--- src/design/mrbo_pkg.sv ---
// shared constants and codes for the multi ring buffer block
package mrbo_pkg;

  localparam int unsigned NUM_BUFFERS_DEF = 4;
  localparam int unsigned DEPTH_DEF       = 16;

  localparam int unsigned FUNC_W = 2;
  localparam int unsigned IDX_W  = 4;
  localparam int unsigned BYTE_W = 8;
  localparam int unsigned ERR_W  = 2;

  localparam logic [FUNC_W-1:0] FUNC_PUSH   = 2'd0;
  localparam logic [FUNC_W-1:0] FUNC_POP    = 2'd1;
  localparam logic [FUNC_W-1:0] FUNC_STATUS = 2'd2;

  localparam logic [ERR_W-1:0] ERR_OK        = 2'd0;
  localparam logic [ERR_W-1:0] ERR_BAD_INDEX = 2'd1;
  localparam logic [ERR_W-1:0] ERR_POP_EMPTY = 2'd2;

  typedef enum logic [1:0] {
    S_IDLE = 2'b01,
    S_READ = 2'b10
  } state_t;

endpackage

--- src/design/multi_ring_buffer_overwrite_core.sv ---
// top level of the bank of overwriting byte ring buffers
//
// a bank of NUM_BUFFERS byte ring buffers, each DEPTH slots with one slot
// kept open, so a buffer holds at most DEPTH-1 bytes
// input channel s_*: one item names a buffer and an operation (push, pop,
// status); every accepted item gives exactly one result item on m_*
// a push into a full buffer drops the oldest byte and flags overwrote
// an out-of-range index or a pop from an empty buffer returns an error code
// pointers live in flip-flops per buffer, bytes in one synchronous ram
// with a registered read port
// push, status and refused items give their result straight from the output
// register; a good pop first passes the ram read register and S_READ
// throughput: one item per cycle for push and status while the receiver
// keeps up; after a good pop the input waits until S_READ is over
// the result sits in an output register; a new item is taken while idle
// and that register is empty or being drained in the same cycle, so a stalled
// receiver holds off the input after one waiting result
// reset clears all pointers (every buffer empty) and the output valid;
// ram contents are never read before written, so they need no clearing
module multi_ring_buffer_overwrite_core #(
  parameter int unsigned NUM_BUFFERS = mrbo_pkg::NUM_BUFFERS_DEF,
  parameter int unsigned DEPTH       = mrbo_pkg::DEPTH_DEF
) (
  input  logic        clk,
  input  logic        rst,
  input  logic        s_tvalid,
  output logic        s_tready,
  // func [1:0], buffer_index [5:2], data_in [13:6], zero [15:14]
  input  logic [15:0] s_tdata,
  output logic        m_tvalid,
  input  logic        m_tready,
  // data_out [7:0], is_full [8], is_empty [9], overwrote [10],
  // error_code [12:11], zero [15:13]
  output logic [15:0] m_tdata
);

  localparam int unsigned PW = (DEPTH > 1) ? $clog2(DEPTH) : 1;
  localparam int unsigned BW = (NUM_BUFFERS > 1) ? $clog2(NUM_BUFFERS) : 1;
  localparam int unsigned AW = BW + PW;
  localparam logic [PW-1:0] LAST_SLOT = PW'(DEPTH - 1);

  function automatic logic [PW-1:0] next_slot(input logic [PW-1:0] p);
    next_slot = (p == LAST_SLOT) ? '0 : p + 1'b1;
  endfunction

  // item fields
  logic [mrbo_pkg::FUNC_W-1:0] func;
  logic [mrbo_pkg::IDX_W-1:0]  buffer_index;
  logic [mrbo_pkg::BYTE_W-1:0] data_in;
  assign func         = s_tdata[1:0];
  assign buffer_index = s_tdata[5:2];
  assign data_in      = s_tdata[13:6];

  mrbo_pkg::state_t state;

  // per-buffer pointers
  logic [PW-1:0] rd_ptr [NUM_BUFFERS];
  logic [PW-1:0] wr_ptr [NUM_BUFFERS];

  // byte ram
  logic [mrbo_pkg::BYTE_W-1:0] mem [2**AW];
  logic [mrbo_pkg::BYTE_W-1:0] rd_data;

  // output register
  logic [mrbo_pkg::BYTE_W-1:0] out_data;
  logic                        out_full;
  logic                        out_empty;
  logic                        out_over;
  logic [mrbo_pkg::ERR_W-1:0]  out_err;

  logic          accept;
  logic          in_range;
  logic [BW-1:0] idx;
  logic [PW-1:0] rp;
  logic [PW-1:0] wp;
  logic [PW-1:0] rp_next;
  logic [PW-1:0] wp_next;
  logic          over;
  logic          is_full;
  logic          is_empty;
  logic [mrbo_pkg::ERR_W-1:0] err;
  logic          mem_wr;
  logic          mem_rd;
  logic [AW-1:0] mem_addr;

  // take an item only when idle and the output register is free
  assign s_tready = (state == mrbo_pkg::S_IDLE) && (!m_tvalid || m_tready);
  assign accept   = s_tvalid && s_tready;

  assign in_range = {1'b0, buffer_index} < 5'(NUM_BUFFERS);
  assign idx      = buffer_index[BW-1:0];
  assign rp       = rd_ptr[idx];
  assign wp       = wr_ptr[idx];

  always_comb begin
    rp_next = rp;
    wp_next = wp;
    over    = 1'b0;
    err     = mrbo_pkg::ERR_OK;
    mem_wr  = 1'b0;
    mem_rd  = 1'b0;
    if (!in_range) begin
      err = mrbo_pkg::ERR_BAD_INDEX;
    end else begin
      case (func)
        mrbo_pkg::FUNC_PUSH: begin
          mem_wr  = 1'b1;
          wp_next = next_slot(wp);
          // a full buffer drops its oldest byte
          if (next_slot(wp) == rp) begin
            rp_next = next_slot(rp);
            over    = 1'b1;
          end
        end
        mrbo_pkg::FUNC_POP: begin
          if (wp == rp) begin
            err = mrbo_pkg::ERR_POP_EMPTY;
          end else begin
            mem_rd  = 1'b1;
            rp_next = next_slot(rp);
          end
        end
        default: begin
          // status query and the unused code change nothing
        end
      endcase
    end
    is_full  = in_range && (next_slot(wp_next) == rp_next);
    is_empty = in_range && (wp_next == rp_next);
  end

  // ram address: buffer in the upper bits, slot in the lower
  assign mem_addr = {idx, mem_wr ? wp : rp};

  always_ff @(posedge clk) begin
    if (accept && mem_wr) begin
      mem[mem_addr] <= data_in;
    end
    if (accept && mem_rd) begin
      rd_data <= mem[mem_addr];
    end
  end

  // pointer update
  always_ff @(posedge clk) begin
    if (rst) begin
      for (int i = 0; i < NUM_BUFFERS; i++) begin
        rd_ptr[i] <= '0;
        wr_ptr[i] <= '0;
      end
    end else if (accept && in_range) begin
      rd_ptr[idx] <= rp_next;
      wr_ptr[idx] <= wp_next;
    end
  end

  // control: a good pop waits in S_READ for the ram data
  always_ff @(posedge clk) begin
    if (rst) begin
      state    <= mrbo_pkg::S_IDLE;
      m_tvalid <= 1'b0;
    end else begin
      case (state)
        mrbo_pkg::S_IDLE: begin
          if (accept) begin
            if (mem_rd) begin
              state    <= mrbo_pkg::S_READ;
              m_tvalid <= 1'b0;
            end else begin
              m_tvalid <= 1'b1;
            end
          end else if (m_tready) begin
            m_tvalid <= 1'b0;
          end
        end
        mrbo_pkg::S_READ: begin
          state    <= mrbo_pkg::S_IDLE;
          m_tvalid <= 1'b1;
        end
        default: begin
          state    <= mrbo_pkg::S_IDLE;
          m_tvalid <= 1'b0;
        end
      endcase
    end
  end

  // result payload
  always_ff @(posedge clk) begin
    if (accept) begin
      out_data  <= '0;
      out_full  <= is_full;
      out_empty <= is_empty;
      out_over  <= over;
      out_err   <= err;
    end else if (state == mrbo_pkg::S_READ) begin
      out_data <= rd_data;
    end
  end

  assign m_tdata = {3'b000, out_err, out_over, out_empty, out_full, out_data};

endmodule

--- config.mk ---
export PLATFORM = sky130hd
export DESIGN_NAME = multi_ring_buffer_overwrite_core
export DESIGN_NICKNAME = d
export VERILOG_FILES = /design/src/design/mrbo_pkg.sv /design/src/design/multi_ring_buffer_overwrite_core.sv
export SDC_FILE = /design/constraint.sdc
export NUM_CORES = 1
export LEC_CHECK = 0
export ABC_AREA = 0
export BUFFER_PORTS_ARGS = -buffer_cell sky130_fd_sc_hd__buf_4
export CAP_MARGIN = 0
export CORE_ASPECT_RATIO = 0.5
export CORE_MARGIN = 1
export CORE_UTILIZATION = 60
export DETAILED_ROUTE_END_ITERATION = 10
export PLACE_DENSITY = 0.78
export RECOVER_POWER = 50
export SYNTH_ARGS = -nofsm -noshare
export SYNTH_HDL_FRONTEND = slang
export SYNTH_SLANG_ARGS = --single-unit
--- constraint.sdc ---
create_clock -name clk -period 6 [get_ports clk]
set_clock_uncertainty 0.2 [all_clocks]
set_input_delay 1.2 -clock clk [delete_from_list [all_inputs] [get_ports clk]]
set_output_delay 1.2 -clock clk [all_outputs]
set_load 0.05 [all_outputs]
==> results of run 1 <==
==> flip-flops by register name, indices dropped and copies added, names as in the netlist <==
name and flops:
m_tvalid 1, wr_ptr 16, rd_data 8, out_empty 1
out_data 8, out_err 2, state 2, out_over 1
mem 512, rd_ptr 16, out_full 1
==> power groups by stage <==
| stage | combinational [mW] | clock [mW] | sequential, mW |
|---|---|---|---|
| 2_1_floorplan | 0.371 | 0 | 4.46 |
| 3_3_place_gp | 0.639 | 0 | 4.46 |
| 3_5_place_dp | 0.659 | 0 | 4.46 |
| 4_1_cts | 0.663 | 2.83 | 4.38 |
| 5_1_grt | 0.706 | 2.96 | 4.38 |
| 6_report | 0.683 | 2.83 | 4.38 |
==> worst min-delay path by stage <==
stage | endpoint | slack [ns] | depth (start not counted)
final | state[1] | 0.30 | 1
after global routing | state[1] | 0.32 | 1
after CTS | state[1] | 0.31 | 1
after detailed placement | out_data[1] | 0.27 | 2
after global placement | out_data[2] | 0.27 | 2
after floorplan | out_data[0] | 0.26 | 2
==> area by class of cell <==
class | count | area share [%]
Multi-Input combinational cell | 653 | 18.59
Clock inverter | 19 | 0.5705
Tap cell | 475 | 2.464
Inverter | 14 | 0.2178
Clock buffer | 58 | 5.047
Timing Repair Buffer | 96 | 2.858
Sequential cell | 568 | 70.25
==> Yosys cell counts (11+ instances only) <==
| cell | n | area [µm²] |
|---|---|---|
| a221oi_1 | 22 | 192.7 |
| nand3_1 | 27 | 135.1 |
| nor2_1 | 117 | 439.2 |
| dfxtp_1 | 11 | 220.2 |
| clkbuf_1 | 28 | 105.1 |
| a22oi_1 | 204 | 1531 |
| nand2_1 | 57 | 214.0 |
| edfxtp_1 | 557 | 16730 |
| a22o_1 | 21 | 183.9 |
| nand4_1 | 52 | 325.3 |
| buf_2 | 35 | 175.2 |
| inv_1 | 14 | 52.55 |
| a21oi_1 | 21 | 105.1 |
| a41oi_1 | 11 | 96.34 |
==> cell families after synthesis <==
kind of cell    after synthesis  share of synthesized area [%]
compound gates              317                          11.15
xor+xnor                     16                         0.7673
fa+ha+maj                     5                         0.2863
buf+inv                      90                          2.061
flops                       568                          77.56
mux                          24                          1.706
other cells                   1                        0.01716
simple gates                288                          6.454
==> per-stage QoR <==
stage	utilization, %	area, µm²	total power [mW]
global placement	65.09	22870	5.099
finish	68.66	24120	7.892
floorplan	-	21860	4.836
detailed placement	65.09	22870	5.120
global route	68.66	24120	8.052
CTS	68.95	24220	7.863
==> metal layers <==
metal  GRT usage, %  vias to the layer above  wire length, µm
met4          10.21                        2             1810
met5              0                        -               34
met1          40.63                     6500            19830
met2          45.72                     1084            24750
li1               -                     5465                -
met3          9.211                      168             8275
==> placed cells by master, fill, tap and decap left out, types with 5 or more instances in the layout <==
master / Yosys / routed
buf_12: 1 / 5
nor3_4: 3 / 6
buf_4: 8 / 66
a222oi_1: 6 / 6
clkinv_1: 0 / 11
dfxtp_1: 11 / 11
mux4_2: 8 / 8
ha_1: 5 / 5
clkbuf_16: 0 / 47
nor2_1: 117 / 117
a21oi_1: 21 / 21
a221oi_1: 22 / 22
nand3_1: 27 / 27
mux2i_1: 10 / 9
nand4_1: 52 / 52
nand2_1: 57 / 57
a31oi_1: 5 / 5
a41oi_1: 11 / 11
clkbuf_1: 28 / 36
o21ai_0: 8 / 8
a22oi_1: 204 / 204
a22o_1: 21 / 21
edfxtp_1: 557 / 557
inv_1: 14 / 14
xor2_1: 10 / 10
nand2b_1: 5 / 5
==> flow_metrics.py, run 1 <==
metrics = {
    "grt": {
        "grt_pass1_wl_um": 79380,
        "overflow": 0,
        "grt_max_degree": 65,
        "grt_pass1_vias": 12587,
        "antenna_found_initial": 0,
        "grt.total_usage_pct": 29.69,
    },
    "power_and_ir_drop": {
        "power.density_mw_per_mm2": 327.2,
        "switching_share_pct": 22.95,
        "p_leak_nw": 7.541,
        "power.switching_mw": 1.811,
        "p_clk_share_pct": 35.8,
        "internal_power_mw": 6.081,
        "power_frac_seq_pct": 55.5,
        "peakVddDrop_mv": 0.2367,
        "p_comb_share_pct": 8.7,
    },
    "timing": {
        "fin_crit_sh_pct": 80.01,
        "hold_ws_ns": 0.2964,
        "tightest_slew_ns": 3.099,
        "max_freq_mhz": 208.3,
        "fin_ws_ns": 1.199,
        "slew_headroom_pct": -106.6,
        "tns_ns": 0,
        "finalCriticalPeriod_ns": 4.801,
        "rsz0062_at_grt": "false",
        "setup_viol": 0,
        "maxSlewViolCount": 520,
        "finalHoldViolations": 0,
    },
    "critical_path": {
        "crit_chain": "buf_4 -> mux4_2 -> nand2_1 -> and2_1 -> nor3_2 -> buf_12 -> a22o_1 -> a221oi_1 -> a31oi_1 -> a21oi_1 -> nand4_1",
        "reg2reg_depth": 10,
        "cp-end-kind": "flip-flop",
        "cp_data_required_time_ns": 6.03,
        "worstSetupStartpoint": "s_tdata[2]",
        "critPathSlowestCell": "and2_1",
        "r2r_slack_ns": 1.81,
        "critPathArrivalTime_ns": 4.83,
        "timing.rr.end": "rd_data[5]",
        "max_stage_delay_ns": 0.79,
        "path_depth": 11,
        "crit_fanout": 57,
        "crit_family": "simple AND/OR/NAND/NOR gates",
        "r2r_start": "rd_ptr[2][2]",
        "worst_setup_path_start_kind": "input pin",
        "cp_num_buf_inv": 2,
        "crit_end": "rd_data[5]",
        "crit_type": "in -> reg",
    },
    "die": {
        "die_h_um": 136.9,
        "die-width_um": 271.9,
        "start_util_pct": 62.19,
        "coreArea_mm2": 0.03513,
        "std_cell_rows": 48,
        "dieArea_mm2": 0.03723,
        "io_pins": 38,
    },
    "cells_and_area": {
        "multi_input_area_mm2": 0.004486,
        "fin_nets": 1404,
        "drive_gt1_share_pct": 11.15,
        "fill_cells": 2151,
        "fin_cells": 1883,
        "ff_latch_area_mm2": 0.01695,
        "area_growth_pct": 10.40,
        "antenna-diode-count": 0,
    },
    "clock_tree": {
        "post_cts_resized": 0,
        "cts.sinks": 568,
        "clockBufferDepth": 3,
        "ctsHoldBuffers": 0,
        "cts_max_level": 2,
        "clk_latency_ns": 0.56,
        "cts_buffers": 46,
        "cts_setup_buffers": 0,
        "clkTransAtPathRegs_ns": 0.06,
        "cts_root_buf": "clkbuf_16",
        "cts_tree": "done",
    },
    "placed_design": {
        "dp_cells": 1806,
        "dp_hpwl_um": 32790,
        "port-buffer-count": 32,
        "place_congestion": 0.9698,
        "place_ws_ns": 0.8330,
    },
    "synth": {
        "async_reset_ff_share_pct": 0,
        "ys_types": 63,
        "syn_avg_cell_area_um2": 16.69,
        "synth_seq_cells": 568,
        "ys_warn_count": 0,
        "synth_edf_count": 557,
        "synthCells": 1309,
        "synthFlopType": "edfxtp_1",
        "syn_area_mm2": 0.02185,
        "synth.yosys.seq_area_share_pct": 77.56,
    },
    "drt": {
        "wire_per_inst_um": 29.05,
        "first_iter_violations": 2081,
        "drt_wl_total_um": 54710,
        "num_vias": 13219,
        "drt-pass1-iter-count": 7,
        "drc": 0,
        "ant_nets": 0,
        "viasPerCell": 7.020,
    },
    "outcome": {
        "violations": "max-capacitance violations, max-slew violations",
        "outcome": "finished with violations",
    },
    "job": {
        "drv_cap": 8,
    },
    "min_path": {
        "hold_path_class": "reg -> reg",
        "min_from": "state[1]",
    },
}
Note: power is estimated with default switching activity, not from simulation.
==> run 2: changes to the inputs <==
--- a/config.mk
+++ b/config.mk
@@ -10,9 +10,9 @@
 export CAP_MARGIN = 0
 export CORE_ASPECT_RATIO = 0.5
 export CORE_MARGIN = 1
-export CORE_UTILIZATION = 60
+export CORE_UTILIZATION = 56
 export DETAILED_ROUTE_END_ITERATION = 10
-export PLACE_DENSITY = 0.78
+export PLACE_DENSITY = 0.76
 export RECOVER_POWER = 50
 export SYNTH_ARGS = -nofsm -noshare
 export SYNTH_HDL_FRONTEND = slang
==> constraint.sdc (replaced) <==
create_clock -name clk -period 3.9 [get_ports clk]
set_clock_uncertainty 0.2 [all_clocks]
set_input_delay 0.78 -clock clk [delete_from_list [all_inputs] [get_ports clk]]
set_output_delay 0.78 -clock clk [all_outputs]
set_load 0.05 [all_outputs]
==> run 2 against run 1 <==
Effect of this change: the flow still finishes with violations (max-capacitance violations, max-slew violations); register-to-register slack worse by 1.6 ns; clock power is 68% higher; power increased by 61%; final cell count rose by 11%; combinational power is 82% higher.
==> flow_metrics.py, run 2 (synthesized netlist as in run 1, its figures left out) <==
metrics = {
    "critical_path": {
        "crit_fanout": 6,
        "crit_family": "buffers and inverters",
        "crit_chain": "buf_4 -> buf_4 -> nor4_4 -> buf_4 -> mux2i_4 -> buf_4 -> nor2_1 -> buf_4 -> a221oi_1 -> a21oi_1 -> a221oi_1 -> buf_4 -> o22a_1 -> nand4_1 -> buf_4",
        "cp_num_buf_inv": 7,
        "cp-end-kind": "flip-flop",
        "critPathSlowestCell": "a221oi_1",
        "critPathArrivalTime_ns": 3.92,
        "worst_setup_path_start_kind": "input pin",
        "cp_data_required_time_ns": 4.02,
        "cp_common_cell": "buf_4",
        "max_stage_delay_ns": 0.45,
        "crit_type": "in -> reg",
    },
    "outcome": {
        "violations": "max-capacitance violations, max-slew violations",
        "outcome": "finished with violations",
    },
    "cells_and_area": {
        "fin_util_pct": 67.78,
        "area_growth_pct": 17.61,
        "largestRegisters": "mem: 512 flops, rd_ptr: 16 flops, wr_ptr: 16 flops",
        "final_cell_mix": "edfxtp_1 (557), buf_4 (208), a22oi_1 (204), nor2_1 (117), nand2_1 (57)",
        "fin_nets": 1561,
        "layout_commonest_cell": "edfxtp_1",
        "largest_reg_flops": 512,
        "drive_gt1_share_pct": 20.42,
        "largest_register": "mem",
        "antenna-diode-count": 0,
    },
    "die": {
        "coreArea_mm2": 0.03791,
        "die-width_um": 281.3,
        "io_pins": 38,
        "std_cell_rows": 50,
        "die_h_um": 141.7,
        "dieArea_mm2": 0.03986,
        "start_util_pct": 57.63,
    },
    "power_and_ir_drop": {
        "power.switching_mw": 2.896,
        "peakVddDrop_mv": 0.2762,
        "p_clk_share_pct": 37.3,
        "power.density_mw_per_mm2": 495.4,
        "switching_share_pct": 22.75,
        "internal_power_mw": 9.835,
        "p_comb_share_pct": 9.7,
        "p_leak_nw": 8.450,
        "power_frac_seq_pct": 53.0,
    },
    "grt": {
        "antenna_found_initial": 2,
        "grt.total_usage_pct": 29.44,
        "grt_max_degree": 65,
        "overflow": 0,
        "grt_pass1_wl_um": 85130,
        "grt_pass1_vias": 13773,
    },
    "drt": {
        "drt-pass1-iter-count": 6,
        "first_iter_violations": 2289,
        "ant_nets": 0,
        "wire_per_inst_um": 27.83,
        "drc": 0,
        "drt_wl_total_um": 58220,
        "num_vias": 13903,
        "viasPerCell": 6.646,
    },
    "timing": {
        "fin_crit_sh_pct": 97.59,
        "slew_headroom_pct": -109.8,
        "hold_ws_ns": 0.2489,
        "finalHoldViolations": 0,
        "max_freq_mhz": 262.7,
        "setup_viol": 0,
        "finalCriticalPeriod_ns": 3.806,
        "maxSlewViolCount": 520,
        "tightest_slew_ns": 3.147,
        "rsz0062_at_grt": "false",
    },
    "clock_tree": {
        "cts.sinks": 568,
        "clk_latency_ns": 0.57,
        "clockBufferDepth": 3,
        "cts_tree": "done",
        "cts_max_level": 2,
        "ctsHoldBuffers": 0,
        "clkTransAtPathRegs_ns": 0.06,
        "cts_buffers": 47,
        "cts_root_buf": "clkbuf_16",
    },
    "placed_design": {
        "dp_hpwl_um": 36140,
        "place_congestion": 1.012,
        "port-buffer-count": 32,
    },
    "min_path": {
        "hold_path_class": "in -> reg",
    },
    "job": {
        "drv_cap": 8,
    },
}
-- run 2: changes by cell type in the layout (fill, tap and decap cells not counted), moves of 2 or more --
cell       delta
and2_1        -2
clkbuf_1      +3
bufinv_16     +4
and2_2        +2
buf_4       +142
buf_12       +13
-- run 2: metal layers --
layer,vias to the layer above,wire [µm],global-route usage (%)
met5,-,27,0
met4,4,1911,9.468
met3,165,8486,8.381
met2,1136,26730,45.77
met1,6825,21060,40.60
li1,5773,-,-
-- run 2: path summary, 6_finish.rpt --
kind              slack [ns]     endpoint  cells past startpoint    startpoint
setup / recovery        0.09   rd_data[4]                     15    s_tdata[5]
hold / removal          0.25     m_tvalid                      2           rst
setup reg to reg        0.21   rd_data[4]                     13  rd_ptr[3][0]
hold reg to reg         0.29  out_data[5]                      2    rd_data[5]
-- run 2: power groups by stage --
stage | clock [mW] | combinational [mW] | sequential (mW)
after detailed placement | 0 | 1.18 | 6.86
after floorplan | 0 | 0.570 | 6.87
after global placement | 0 | 1.15 | 6.86
final | 4.75 | 1.24 | 6.74
after global routing | 4.97 | 1.28 | 6.74
after CTS | 4.75 | 1.20 | 6.73
-- run 2: layout make-up --
cell class | count | area (µm²)
clock buffer | 62 | 1254
clock inverter | 23 | 269.0
fill | 2392 | 12210
inverter | 14 | 52.55
multi-input combinational | 653 | 4502
sequential | 568 | 16950
tap | 520 | 650.6
timing repair buffer | 252 | 2023
-- run 2: repair_timing --
| action | in CTS | in global routing |
|---|---|---|
| hold endpoints to repair | 0 | 0 |
| setup endpoints to repair | 7 | 7 |
| pin swaps | 1 | 3 |
| gates resized for setup | 1 | 2 |
| buffers inserted | 0 | 4 |
-- run 2: per-stage QoR --
| stage | cells | worst slack (ns) | TNS, ns | power [mW] | cell area (µm²) |
|---|---|---|---|---|---|
| 2_1_floorplan | 1311 | 0.1824 | 0 | 7.440 | 21860 |
| 3_3_place_gp | 2003 | -0.5317 | -8.162 | 8.013 | 24200 |
| 3_5_place_dp | 2003 | -0.6690 | -12.50 | 8.045 | 24200 |
| 4_1_cts | 2088 | 0.01150 | 0 | 12.68 | 25730 |
| 5_1_grt | 2092 | 0.004319 | 0 | 13.00 | 25700 |
| 6_report | 2092 | 0.09388 | 0 | 12.73 | 25700 |
==> run 3: changes to the inputs <==
==> constraint.sdc (replaced) <==
create_clock -name clk -period 3.9 [get_ports clk]
set_clock_uncertainty 0.2 [all_clocks]
set_input_delay 0.195 -clock clk [delete_from_list [all_inputs] [get_ports clk]]
set_output_delay 0.195 -clock clk [all_outputs]
set_load 0.05 [all_outputs]
==> run 3 against run 2 <==
Effect of this change: critical endpoint is now rd_data[0]; via count shrank 2.8%; the run still ends with max-capacitance violations, max-slew violations left; critical path depth shrank 3; power shrank 3.8%; maximum frequency grew 1.3%; die area is the same; first-iteration DRC count shrank 9.9%; clock power shrank 7.4%.
==> flow_metrics.py, run 3 (synthesized netlist as in run 1, its figures left out) <==
metrics = {
    "outcome": {
        "outcome": "finished with violations",
        "violations": "max-capacitance violations, max-slew violations",
    },
    "timing": {
        "setup_viol": 0,
        "rsz0062_at_grt": "false",
        "slew_headroom_pct": -109.7,
        "finalCriticalPeriod_ns": 3.758,
        "fin_ws_ns": 0.1422,
        "finalHoldViolations": 0,
        "max_freq_mhz": 266.1,
        "maxSlewViolCount": 520,
        "tns_ns": 0,
        "fin_crit_sh_pct": 96.35,
        "tightest_slew_ns": 3.146,
    },
    "power_and_ir_drop": {
        "p_comb_share_pct": 9.0,
        "switching_share_pct": 23.02,
        "p_leak_nw": 7.999,
        "power.density_mw_per_mm2": 490.0,
        "peakVddDrop_mv": 0.3086,
        "internal_power_mw": 9.425,
        "p_clk_share_pct": 36.0,
        "power.switching_mw": 2.819,
        "total_power_mw": 12.24,
        "power_frac_seq_pct": 55.1,
    },
    "drt": {
        "viasPerCell": 6.682,
        "drt-pass1-iter-count": 6,
        "wire_per_inst_um": 27.58,
        "drc": 0,
        "ant_nets": 0,
        "drt_wl_total_um": 55770,
        "first_iter_violations": 2063,
        "num_vias": 13510,
    },
    "grt": {
        "antenna_found_initial": 0,
        "grt_pass1_vias": 13115,
        "grt.total_usage_pct": 28.49,
        "grtUsageMet2_pct": 43.95,
        "grt_pass1_wl_um": 82560,
        "overflow": 0,
        "met1_usage_pct": 40.59,
        "grt_util_met3_pct": 7.410,
        "busiest_layer": "met2",
        "grt_max_degree": 65,
    },
    "placed_design": {
        "place_congestion": 0.9793,
        "dp_cells": 1918,
        "port-buffer-count": 32,
        "place_ws_ns": 0.2461,
        "dp_hpwl_um": 34110,
    },
    "critical_path": {
        "crit_family": "simple AND/OR/NAND/NOR gates",
        "cp_num_buf_inv": 3,
        "critPathArrivalTime_ns": 3.87,
        "max_stage_delay_ns": 0.67,
        "reg2reg_depth": 10,
        "cp-end-kind": "flip-flop",
        "crit_chain": "dlygate4sd3_1 -> buf_4 -> or4_1 -> nand2_1 -> and2_1 -> nor3_2 -> buf_12 -> a22oi_1 -> nand4_1 -> a22o_1 -> a221oi_2 -> o221ai_1",
        "cp_data_required_time_ns": 4.01,
        "crit_fanout": 35,
        "critPathSlowestCell": "or4_1",
        "worst_setup_path_start_kind": "input pin",
        "path_depth": 12,
        "crit_type": "in -> reg",
    },
    "clock_tree": {
        "cts_root_buf": "clkbuf_16",
        "cts.sinks": 568,
        "cts_tree": "done",
        "clk_latency_ns": 0.58,
        "clockBufferDepth": 3,
        "cts_max_level": 2,
        "clkTransAtPathRegs_ns": 0.07,
        "cts_buffers": 47,
        "post_cts_resized": 0,
    },
    "min_path": {
        "hold_path_class": "in -> reg",
        "whs_path_depth": 4,
    },
    "cells_and_area": {
        "drive_gt1_share_pct": 15.07,
        "area_growth_pct": 14.36,
        "final_cell_mix": "edfxtp_1 (557), a22oi_1 (204), buf_4 (125), nor2_1 (117), nand2_1 (57)",
        "fin_util_pct": 65.91,
        "fin_nets": 1487,
        "largestRegisters": "mem: 512 flops, rd_ptr: 16 flops, wr_ptr: 16 flops",
        "fin_cells": 2022,
        "layout_commonest_cell": "edfxtp_1",
        "largest_reg_flops": 512,
        "largest_register": "mem",
    },
    "die": {
        "die_h_um": 141.7,
        "dieArea_mm2": 0.03986,
        "start_util_pct": 57.63,
        "io_pins": 38,
        "std_cell_rows": 50,
        "die-width_um": 281.3,
        "coreArea_mm2": 0.03791,
    },
    "job": {
        "drv_cap": 8,
    },
}
==> run 3: layout make-up <==
class                      count  area [µm²]
clock inverter                20       125.1
sequential                   568       16950
inverter                      14       52.55
clock buffer                  67        1272
antenna                        2       5.005
multi-input combinational    653        4493
tap                          520       650.6
fill                        2481       12920
timing repair buffer         178        1443
==> run 3: stage by stage <==
step                      hold slack (ns)  area [µm²]
after CTS                       0.0008871       25080
after global placement             0.2276       23530
after detailed placement           0.2419       23530
after global routing               0.1770       24980
final                              0.1488       24990
after floorplan                   0.06407       21860
==> run 3: path summary, 6_finish.rpt <==
path | endpoint | slack (ns) | startpoint
setup / recovery | rd_data[0] | 0.14 | s_tdata[0]
hold / removal | rd_ptr[1][2] | 0.15 | s_tdata[2]
setup reg to reg | rd_data[0] | 0.34 | rd_ptr[2][2]
hold reg to reg | state[0] | 0.31 | state[0]
==> run 3: power groups by stage <==
stage | Clock, mW | Combinational (mW) | Sequential [mW]
finish | 4.40 | 1.10 | 6.74
floorplan | 0 | 0.570 | 6.87
global placement | 0 | 1.02 | 6.86
detailed placement | 0 | 1.05 | 6.86
global route | 4.65 | 1.14 | 6.74
CTS | 4.40 | 1.07 | 6.73
==> run 3: worst min-delay path: stages <==
cell      delay [ns]
buf_4           0.20
nand2b_1        0.08
buf_4           0.20
nor2_1          0.11
==> run 3: per-layer routing <==
metal / vias up / share of wire [%]
met3: 121 / 15
met4: 0 / 2.4
met2: 1078 / 45
met5: - / 0
met1: 6672 / 37
li1: 5639 / -
==> run 3: repair_timing <==
action | in CTS | in global routing
hold buffers | 15 | 0
endpoints found under the hold margin | 172 | 0
setup buffers | 0 | 0
